$ cat src/slbm_pkg.sv
// Types and constants of the serial-loaded bank mapper.
package slbm_pkg;

  // bus commands
  localparam logic [1:0] CMD_CPU_RD = 2'd0;
  localparam logic [1:0] CMD_CPU_WR = 2'd1;
  localparam logic [1:0] CMD_PPU_RD = 2'd2;
  localparam logic [1:0] CMD_PPU_WR = 2'd3;

  // result targets
  localparam logic [2:0] TGT_NONE = 3'd0;
  localparam logic [2:0] TGT_WRAM = 3'd1;
  localparam logic [2:0] TGT_PRG  = 3'd2;
  localparam logic [2:0] TGT_CHR  = 3'd3;
  localparam logic [2:0] TGT_NT   = 3'd4;

  // pattern memory kinds
  localparam logic [1:0] CHR_NONE = 2'd0;
  localparam logic [1:0] CHR_RAM  = 2'd1;
  localparam logic [1:0] CHR_ROM  = 2'd2;

  // mirroring, control bits 1:0
  localparam logic [1:0] MIR_ONE_LO = 2'd0;
  localparam logic [1:0] MIR_ONE_HI = 2'd1;
  localparam logic [1:0] MIR_VERT   = 2'd2;
  localparam logic [1:0] MIR_HORZ   = 2'd3;

  // program bank mode, control bits 3:2
  localparam logic [1:0] PRG_FIX_FIRST = 2'd2;
  localparam logic [1:0] PRG_FIX_LAST  = 2'd3;

  // serial register targets, address bits 14:13
  localparam logic [1:0] SEL_CTRL = 2'd0;
  localparam logic [1:0] SEL_CHR0 = 2'd1;
  localparam logic [1:0] SEL_CHR1 = 2'd2;
  localparam logic [1:0] SEL_PRG  = 2'd3;

  // configuration register indexes
  localparam logic REG_PRG_COUNT = 1'b0;
  localparam logic REG_CHR_KIND  = 1'b1;

  localparam logic [4:0] MODE_RESET     = 5'h1C;
  localparam logic [4:0] MODE_RESET_SET = 5'h0C;
  localparam logic [2:0] SHIFT_LAST     = 3'd4;
  localparam logic [4:0] PRG_COUNT_RST  = 5'd16;

  localparam int NT_BYTES = 2048;
  localparam int NT_AW    = $clog2(NT_BYTES);

  typedef struct packed {
    logic [1:0]  command;
    logic [15:0] bus_address;
    logic [7:0]  write_data;
  } in_t;

  typedef struct packed {
    logic        claimed;
    logic [2:0]  target;
    logic [18:0] mem_address;
    logic        mem_write;
    logic [7:0]  read_data;
  } out_t;

  typedef struct packed {
    logic [4:0] shift_value;
    logic [2:0] shift_count;
    logic [4:0] mode_bits;
    logic [4:0] bank_lo;
    logic [4:0] bank_hi;
    logic [4:0] prg_bank;
  } map_state_t;

  typedef struct packed {
    logic [4:0] prg_bank_count;
    logic [1:0] chr_kind;
  } cfg_t;

  typedef struct packed {
    logic             rd;
    logic             wr;
    logic [NT_AW-1:0] idx;
  } nt_req_t;

endpackage

$ cat src/slbm_xlate.sv
// Address translation and serial register update for one bus access.
module slbm_xlate import slbm_pkg::*; (
  input  in_t        acc,
  input  map_state_t st,
  input  cfg_t       cfg,
  output out_t       res,
  output map_state_t st_nxt,
  output nt_req_t    nt
);

  logic        wr;
  logic [15:0] a;
  logic [13:0] pa;
  logic [4:0]  last_bank;
  logic [18:0] prg_addr;
  logic [18:0] chr_addr;
  logic [4:0]  shifted;
  logic [2:0]  cnt_inc;
  logic        nt_page;

  assign wr        = acc.command[0];
  assign a         = acc.bus_address;
  assign pa        = a[13:0];
  assign last_bank = cfg.prg_bank_count - 5'd1;
  assign shifted   = {acc.write_data[0], st.shift_value[4:1]};
  assign cnt_inc   = st.shift_count + 3'd1;

  always_comb begin
    case (st.mode_bits[3:2])
      PRG_FIX_FIRST: prg_addr = a[14] ? {1'b0, st.prg_bank[3:0], a[13:0]}
                                      : {5'd0, a[13:0]};
      PRG_FIX_LAST:  prg_addr = a[14] ? {last_bank, a[13:0]}
                                      : {1'b0, st.prg_bank[3:0], a[13:0]};
      default:       prg_addr = {1'b0, st.prg_bank[3:1], a[14:0]};
    endcase
  end

  always_comb begin
    if (cfg.chr_kind == CHR_RAM) begin
      chr_addr = {6'd0, pa[12:0]};
    end else if (st.mode_bits[4]) begin
      chr_addr = pa[12] ? {2'd0, st.bank_hi, pa[11:0]} : {2'd0, st.bank_lo, pa[11:0]};
    end else begin
      chr_addr = {2'd0, st.bank_lo[4:1], pa[12:0]};
    end
  end

  always_comb begin
    case (st.mode_bits[1:0])
      MIR_ONE_LO: nt_page = 1'b0;
      MIR_ONE_HI: nt_page = 1'b1;
      MIR_VERT:   nt_page = pa[10];
      default:    nt_page = pa[11];
    endcase
  end

  always_comb begin
    res    = '0;
    st_nxt = st;
    nt     = '0;
    nt.idx = {nt_page, pa[9:0]};
    if (!acc.command[1]) begin
      if (a[15:13] == 3'b011) begin
        res.claimed     = 1'b1;
        res.target      = TGT_WRAM;
        res.mem_address = {6'd0, a[12:0]};
        res.mem_write   = wr;
      end else if (a[15]) begin
        res.claimed = 1'b1;
        if (wr) begin
          if (acc.write_data[7]) begin
            st_nxt.shift_value = '0;
            st_nxt.shift_count = '0;
            st_nxt.mode_bits   = st.mode_bits | MODE_RESET_SET;
          end else if (st.shift_count == SHIFT_LAST) begin
            // fifth bit: commit to the register picked by the address
            st_nxt.shift_value = '0;
            st_nxt.shift_count = '0;
            unique case (a[14:13])
              SEL_CTRL: st_nxt.mode_bits = shifted;
              SEL_CHR0: st_nxt.bank_lo   = shifted;
              SEL_CHR1: st_nxt.bank_hi   = shifted;
              SEL_PRG:  st_nxt.prg_bank  = shifted;
              default:  st_nxt.prg_bank  = shifted;
            endcase
          end else begin
            st_nxt.shift_value = shifted;
            st_nxt.shift_count = cnt_inc;
          end
        end else begin
          res.target      = TGT_PRG;
          res.mem_address = prg_addr;
        end
      end
    end else if (!pa[13]) begin
      if (cfg.chr_kind != CHR_NONE) begin
        res.claimed     = 1'b1;
        res.target      = TGT_CHR;
        res.mem_address = chr_addr;
        res.mem_write   = wr && (cfg.chr_kind == CHR_RAM);
      end
    end else if (pa[13:8] != 6'h3F) begin
      res.claimed     = 1'b1;
      res.target      = TGT_NT;
      res.mem_address = {{(19-NT_AW){1'b0}}, nt.idx};
      nt.rd           = !wr;
      nt.wr           = wr;
    end
  end

endmodule

$ cat config.mk
export PLATFORM = sky130hd
export DESIGN_NAME = slbm_xlate
export DESIGN_NICKNAME = d
export VERILOG_FILES = /design/src/slbm_pkg.sv /design/src/slbm_xlate.sv
export SDC_FILE = /design/constraint.sdc
export NUM_CORES = 1
export LEC_CHECK = 0
export CORE_AREA = 2 2 51 53
export DETAILED_ROUTE_END_ITERATION = 16
export DIE_AREA = 0 0 53 55
export DONT_BUFFER_PORTS = 1
export GPL_TIMING_DRIVEN = 0
export PLACE_DENSITY = 0.73
export SYNTH_ARGS = -nofsm -noshare
export SYNTH_HDL_FRONTEND = slang
export SYNTH_SLANG_ARGS = --single-unit
$ cat constraint.sdc
create_clock -name vclk -period 2.01
set_clock_uncertainty 0.1 [all_clocks]
set_input_delay 0.402 -clock vclk [all_inputs]
set_output_delay 0.402 -clock vclk [all_outputs]
set_load 0.005 [all_outputs]
==> Word level (Yosys, flattened, before mapping) <==
Cells that the tools add are included.
{ "word_totals": {"regBits": 0, "in_bits": 61, "elab_cells": 49} }
{ "op_classes": {"addsub": 2, "eq_ne": 11, "mux": 31, "n_reduce_logical": 5} }
{ "ops": {"columns": ["cell", "count"], "rows": [
  ["28-bit 2-to-1 mux", 4],
  ["23-bit 2-to-1 mux", 4],
  ["17-bit 2-to-1 mux", 3],
  ["24-bit 2-to-1 mux", 2],
  ["19-bit one-hot mux with 2 select lines", 1],
  ["21-bit 2-to-1 mux", 1],
  ["20-bit 2-to-1 mux", 1],
  ["5-bit 2-to-1 mux", 4],
  ["19-bit 2-to-1 mux", 1],
  ["18-bit 2-to-1 mux", 1],
  ["15-bit 2-to-1 mux", 1],
  ["13-bit 2-to-1 mux", 1],
  ["2-bit equality test, second input constant", 5],
  ["8-bit 2-to-1 mux", 1],
  ["2-bit by 1-bit equality test with 1-bit output, second input constant", 3],
  ["2-bit 2-to-1 mux", 3],
  ["6-bit != test, second input constant", 1],
  ["5-bit by 1-bit subtractor with 5-bit output, second input constant", 1],
  ["2-bit logical NOT", 2],
  ["3-bit by 1-bit adder with 3-bit output, second input constant", 1],
  ["3-bit by 2-bit equality test with 1-bit output, second input constant", 1],
  ["3-bit equality test, second input constant", 1],
  ["1-bit one-hot mux with 3 select lines", 1],
  ["1-bit 2-to-1 mux", 2],
  ["other kinds (3)", 3]
]} }

==> Longest topological paths before layout <==
Gate-level depths: netlist of the first run.
{ "logic_depth": {"depth_word": 8, "depth_mapped": 6, "ltp_nobuf": 6} }

==> Worst setup path after synthesis of the first run <==
No wires, ideal clock.
{ "synth_path": {"kind": "input to output", "start": "input port st[21] (netlist name)", "end": "output port st_nxt[10] (netlist name)", "arrival_time_ps": 1672, "t_required_ps": 1508, "path_slack_ps": -164, "cell_stages": 6, "path_cell_list": "inv_1 ha_1 nand3_1 or3_4 nor3_4 mux2_2"} }
{ "synth_lines": {"columns": ["item", "line", "rtl"], "rows": [
  ["start, declared", "slbm_xlate.sv:4", "input map_state_t st,"],
  ["end, declared", "slbm_xlate.sv:7", "output map_state_t st_nxt,"]
]} }

==> results of run 1 <==
## Yosys cell counts (2+ instances only)
cell,count,share of area (%)
a21oi_1,3,1.3
a22o_1,6,4.5
a22oi_1,3,1.9
a31oi_1,5,2.7
a41oi_1,2,1.5
and2_1,2,1.1
buf_2,4,1.7
buf_4,19,12
clkbuf_1,3,0.96
ha_1,3,3.2
inv_1,10,3.2
mux2_2,18,17
mux2i_1,5,4.3
nand2_1,11,3.5
nand3_1,3,1.3
nand3b_1,3,1.9
nor2_1,6,1.9
nor2b_1,13,6.9
nor3_1,6,2.6
o21ai_0,6,2.6
o22a_1,2,1.5
o22ai_1,5,2.7
o2bb2ai_1,2,1.5
xnor2_1,2,1.5
## path summary, 6_finish.rpt
check             startpoint    endpoint  cells past startpoint
hold / removal       acc[24]      nt[12]                      1
setup / recovery      st[21]  st_nxt[13]                      7
## critical path, cell delays in order
cell and delay, ns:
clkinv_16 0.02, ha_4 0.14, nand3_2 0.05, or3_4 0.36, nor3_4 0.18, buf_4 0.15
mux2_2 0.34
## timing repair
action | 4_1_cts | 5_1_grt
pin swaps | 2 | 8
endpoints found under the setup margin | 34 | 39
buffers inserted | 3 | 10
resized for setup | 8 | 34
## per-layer routing
metal,GRT usage (%),up-vias,routed length [um],part of all wire (%)
met1,31.5,612,1580,38
li1,-,604,-,-
met3,4.30,0,427,10
met2,40.2,93,2110,51
met4,0.855,0,0,0
met5,0,-,0,0
## kinds of logic after synthesis
family                   Yosys count  share of synthesized area, %
AO/OA/AOI/OAI                     38                          23.6
AND/OR/NAND/NOR                   57                          30.8
buffers and inverters             37                          18.3
XOR/XNOR                           3                          2.24
adder cells (fa/ha/maj)            3                          3.20
other                              1                         0.319
multiplexers                      23                          21.5
## area by class of cell
class	count	area, um2
well taps	30	37.5
fillers	218	837
plain buffers	26	194
repair buffers	13	105
multi-input cells	132	1110
inverters	10	76.3
## through the flow
stage | cells | TNS [ns] | instance area (um2) | setup slack [ns]
after floorplan | 169 | -0.264 | 1240 | -0.0621
after global placement | 199 | -1.65 | 1280 | -0.138
after detailed placement | 199 | -2.70 | 1280 | -0.150
after CTS | 202 | -1.81 | 1330 | -0.151
after global routing | 211 | -2.28 | 1530 | -0.199
final | 211 | -1.41 | 1530 | -0.150
## power breakdown
part / internal, mW / leakage (nW) / switching [mW]
logic: 0.134 / 0.680 / 0.125
clock network: 0 / 0 / 0
registers: 0 / 0 / 0
total: 0.134 / 0.680 / 0.125
==> impl_metrics.json, run 1 <==
{
  "outcome": "complete, but fails checks",
  "violations": "setup timing",
  "wire_per_inst_um": 19.5,
  "num_vias": 1309,
  "rows": 18,
  "die_area_um2": 2920,
  "synth-warning-count": 0,
  "required_ns": 1.51,
  "endpoint_kind": "primary output",
  "syn_to_final_growth_pct": 30.0,
  "nFlopsAndLatches": 0,
  "nNetsFinal": 247,
  "setup_viol": 22,
  "synth.distinct_cells": 44,
  "dieWidth_um": 53,
  "fin_crit_sh_pct": 107,
  "drive_gt1_share_pct": 41.4,
  "worst_hold_slack_ns": 0.736,
  "core_um2": 2360,
  "antenna_cells": 0,
  "port_buffers": 0,
  "power.total_mw": 0.259,
  "vias_per_cell": 6.20,
  "max_clock_freq_mhz": 463,
  "start_util_pct": 49.7,
  "dpl.hpwl_mm": 3.20,
  "grt-ovfl-total": 0,
  "path_class": "in2out",
  "slew_violations": 0,
  "final_cell_mix": "30 x buf_4, 17 x mux2_4, 12 x nor2b_1",
  "final.setup.worst_slack_ns": -0.150,
  "gp_congestion": 0.729,
  "vdd_drop_max_mv": 0.0934,
  "seq_area_um2": 0,
  "period_needed_ns": 2.16,
  "final_antenna_net_count": 0,
  "worstPathMaxFanout": 3,
  "die_y_um": 55,
  "maxCapViolCount": 0,
  "grt_pass1_wl_mm": 5.15,
  "rsz0062_at_grt": "yes",
  "synth_area_um2": 1170,
  "hold_buffers": 0,
  "antenna_found_initial": 0,
  "syn_inst": 162,
  "worstPathArrival_ns": 1.66,
  "hp-class": "in2out",
  "ios": 134,
  "hold_viol_final": 0,
  "drc": 0,
  "leakage_nw": 0.680,
  "track_usage_pct": 23.2,
  "powerDensity_nw_per_um2": 169,
  "drtPass1Iterations": 4,
  "critPathLaunchType": "input pin",
  "wirelength_mm": 4.12,
  "clock_buffers": 0,
  "layout_commonest_cell": "buf_4",
  "final_util_pct": 64.6,
  "first_global_vias": 1085,
  "avgSynthCellArea_um2": 7.25,
  "drtIter0Drc": 25,
  "synth-seq-area-share_pct": 0,
  "grt_max_degree": 11
}
(Power assumes the default switching activity.)
==> run 2: changes to the inputs <==
Settings changed: PLACE_DENSITY 0.73 to 0.77.
==> impl_metrics.json, run 2 (synthesis gave the netlist of run 1 again) <==
{
  "grt-ovfl-total": 0,
  "rsz0062_at_grt": "yes",
  "first_global_vias": 1195,
  "swShare_pct": 48.7,
  "outcome": "complete, but fails checks",
  "drtIter0Drc": 13,
  "core_um2": 2360,
  "dieWidth_um": 53,
  "max_clock_freq_mhz": 478,
  "layout_commonest_cell": "buf_4",
  "die_area_um2": 2920,
  "wire_per_inst_um": 18.9,
  "holdPathStages": 1,
  "leakage_nw": 0.663,
  "ios": 134,
  "hp-class": "in2out",
  "worstPathArrival_ns": 1.59,
  "comb_power_share_pct": 100.0,
  "grt_pass1_wl_mm": 5.06,
  "drive_gt1_share_pct": 42.0,
  "place_area_um2": 1280,
  "crit_buf_inv": 3,
  "drc": 0,
  "start_util_pct": 49.7,
  "final.setup.worst_slack_ns": -0.0813,
  "setup_viol": 14,
  "track_usage_pct": 22.6,
  "grt_max_degree": 11,
  "slew_violations": 0,
  "power.total_mw": 0.259,
  "dp_cells": 199,
  "wirelength_mm": 3.89,
  "final_cell_mix": "24 x buf_4, 18 x mux2_4, 9 x nand2_1, 9 x nor2b_1",
  "nFlopsAndLatches": 0,
  "num_vias": 1303,
  "powerDensity_nw_per_um2": 171,
  "rows": 18,
  "gr-max-usage-layer": "met2",
  "violations": "setup timing",
  "port_buffers": 0,
  "die_y_um": 55,
  "antenna_cells": 0,
  "slowest_delay_ns": 0.32,
  "hold_buffers": 0,
  "maxCapViolCount": 0,
  "relSlewSlack_pct": 66.4,
  "vdd_drop_max_mv": 0.101,
  "final_antenna_net_count": 0,
  "intPower_mw": 0.133,
  "pwr-share-clk_pct": 0,
  "path_class": "in2out",
  "worst_hold_slack_ns": 0.740,
  "critPathLaunchType": "input pin",
  "final_cells": 206,
  "worstPathMaxFanout": 4,
  "met3_usage_pct": 3.49,
  "seq_area_um2": 0,
  "p_switching_mw": 0.126,
  "required_ns": 1.51,
  "period_needed_ns": 2.09,
  "dpl.hpwl_mm": 3.01,
  "gp_congestion": 0.800,
  "antenna_found_initial": 0,
  "vias_per_cell": 6.33,
  "crit_chain": "clkinv_16, ha_4, buf_4, buf_4, and4bb_2, nand2_4, nor2_4, mux2_4",
  "drtPass1Iterations": 4,
  "hold_viol_final": 0,
  "worst_slew_pin_slew_ns": 0.504,
  "path_depth": 8,
  "stdcell_area_um2": 1510,
  "grt_util_met1_pct": 27.2,
  "endpoint_kind": "primary output",
  "nNetsFinal": 242,
  "cp_top_family": "simple AND/OR/NAND/NOR gates",
  "cpMaxStageDelayCell": "mux2_4",
  "crit_top_cell": "buf_4",
  "clock_buffers": 0,
  "fin_setup_tns_ns": -0.706,
  "seqPwrFrac_pct": 0,
  "syn_to_final_growth_pct": 28.9,
  "grt_use_met2_pct": 42.9,
  "fin_crit_sh_pct": 104
}
[run 2: final timing paths]
path,start,to,slack (ns)
worst min-delay path,acc[24],nt[12],0.74
worst max-delay path,st[20],st_nxt[19],-0.08
[run 2: layer usage]
layer	vias up	part of all wire [%]
met2	99	53
met1	609	36
met3	4	10
li1	591	-
met4	0	0.75
met5	-	0
[run 2: layout make-up]
| type | instances | area (um2) |
|---|---|---|
| Multi-Input combinational cell | 133 | 1160 |
| Fill cell | 199 | 851 |
| Buffer | 27 | 188 |
| Inverter | 10 | 76.3 |
| Timing Repair Buffer | 6 | 52.6 |
| Tap cell | 30 | 37.5 |
[run 2: power by group through the flow]
stage	Sequential, mW	Combinational [mW]	Clock [mW]
2_1_floorplan	0	0.190	0
3_3_place_gp	0	0.215	0
3_5_place_dp	0	0.219	0
4_1_cts	0	0.233	0
5_1_grt	0	0.285	0
6_report	0	0.259	0
[run 2: stage by stage]
step,utilization (%),setup WS [ns]
global placement,54.2,-0.147
detailed placement,54.2,-0.169
finish,64.0,-0.0813
global route,64.0,-0.114
floorplan,-,-0.0621
CTS,58.6,-0.139
[run 2: timing repair]
action | in CTS | in global routing
gates resized for setup | 17 | 27
gates cloned | 0 | 1
endpoints found under the setup margin | 34 | 40
pin swaps | 6 | 3
setup buffers | 6 | 0
==> run 3: changes to the inputs <==
Settings changed: CORE_AREA 2 2 51 53 to 3 3 51 53, DIE_AREA 0 0 53 55 to 0 0 54 56, PLACE_DENSITY 0.77 to 0.8.
==> impl_metrics.json, run 3 (synthesis gave the netlist of run 1 again) <==
{
  "outcome": "complete, but fails checks",
  "violations": "setup timing",
  "slew_violations": 0,
  "max_clock_freq_mhz": 462,
  "core_um2": 2190,
  "grt_max_degree": 11,
  "antenna_cells": 0,
  "grt-ovfl-total": 0,
  "required_ns": 1.51,
  "gp_congestion": 0.798,
  "drtPass1Iterations": 4,
  "hold_viol_final": 0,
  "drive_gt1_share_pct": 39.3,
  "final_antenna_net_count": 0,
  "nNetsFinal": 239,
  "first_global_vias": 1218,
  "fin_crit_sh_pct": 108,
  "setup_viol": 21,
  "place_area_um2": 1280,
  "rsz0062_at_grt": "yes",
  "dp_cells": 197,
  "nFlopsAndLatches": 0,
  "worstPathArrival_ns": 1.66,
  "vias_per_cell": 6.40,
  "power.total_mw": 0.253,
  "vdd_drop_max_mv": 0.0995,
  "final.setup.worst_slack_ns": -0.154,
  "rows": 17,
  "nFillCells": 192,
  "dp_slack_ns": -0.157,
  "die_area_um2": 3020,
  "path_class": "in2out",
  "clock_buffers": 0,
  "seq_area_um2": 0,
  "wire_per_inst_um": 22.1,
  "antenna_found_initial": 0,
  "maxCapViolCount": 0,
  "die_y_um": 56,
  "grt_pass1_wl_mm": 5.98,
  "ios": 134,
  "leakage_nw": 0.656,
  "final_cells": 201,
  "period_needed_ns": 2.16,
  "hold_buffers": 0,
  "powerDensity_nw_per_um2": 173,
  "layout_commonest_cell": "buf_4",
  "worst_slew_pin_slew_ns": 0.673,
  "worstPathMaxFanout": 4,
  "dpl.hpwl_mm": 3.45,
  "final_cell_mix": "23 x buf_4, 18 x mux2_4, 10 x nand2_1",
  "gr-max-usage-layer": "met2",
  "relSlewSlack_pct": 55.1,
  "hp-class": "in2out",
  "wirelength_mm": 4.44,
  "syn_to_final_growth_pct": 24.1,
  "final_util_pct": 66.5,
  "grt_util_met1_pct": 29.8,
  "drtIter0Drc": 47,
  "fin_setup_tns_ns": -1.75,
  "dieWidth_um": 54,
  "endpoint_kind": "primary output",
  "met3_usage_pct": 6.17,
  "track_usage_pct": 25.2,
  "grt_use_met2_pct": 46.4,
  "start_util_pct": 53.6,
  "stdcell_area_um2": 1460,
  "num_vias": 1286,
  "critPathLaunchType": "input pin",
  "port_buffers": 0,
  "drc": 0,
  "worst_hold_slack_ns": 0.737
}
run 3: final cells by class:
type | instances | area [um2] | share of cell area (%)
inverters | 10 | 76.3 | 5.24
plain buffers | 26 | 186 | 12.8
well taps | 28 | 35.0 | 2.40
repair buffers | 5 | 48.8 | 3.35
multi-input cells | 132 | 1110 | 76.2
run 3: critical path, cell delays in order:
cell and delay (ns):
clkinv_16 0.02, ha_4 0.14, nand3_2 0.06, or3_4 0.36
nor3_4 0.21, buf_6 0.15, mux2_4 0.31
run 3: final timing paths:
kind	to	cells after the start	from	slack (ns)
worst max-delay path	st_nxt[12]	7	st[20]	-0.15
worst min-delay path	nt[12]	1	acc[24]	0.74
run 3: where the power goes:
| group | internal (mW) | switching, mW | leakage [nW] |
|---|---|---|---|
| logic | 0.127 | 0.126 | 0.656 |
| clock network | 0 | 0 | 0 |
| registers | 0 | 0 | 0 |
run 3: repair_timing:
item,4_1_cts,5_1_grt
pin swaps,1,4
endpoints found under the setup margin,28,38
buffers inserted,1,4
gates resized for setup,14,29
run 3: routing by layer:
layer / up-vias / wire length (um)
met1: 618 / 1660
met2: 84 / 2330
li1: 584 / -
met3: 0 / 445
met4: 0 / 0
met5: - / 0
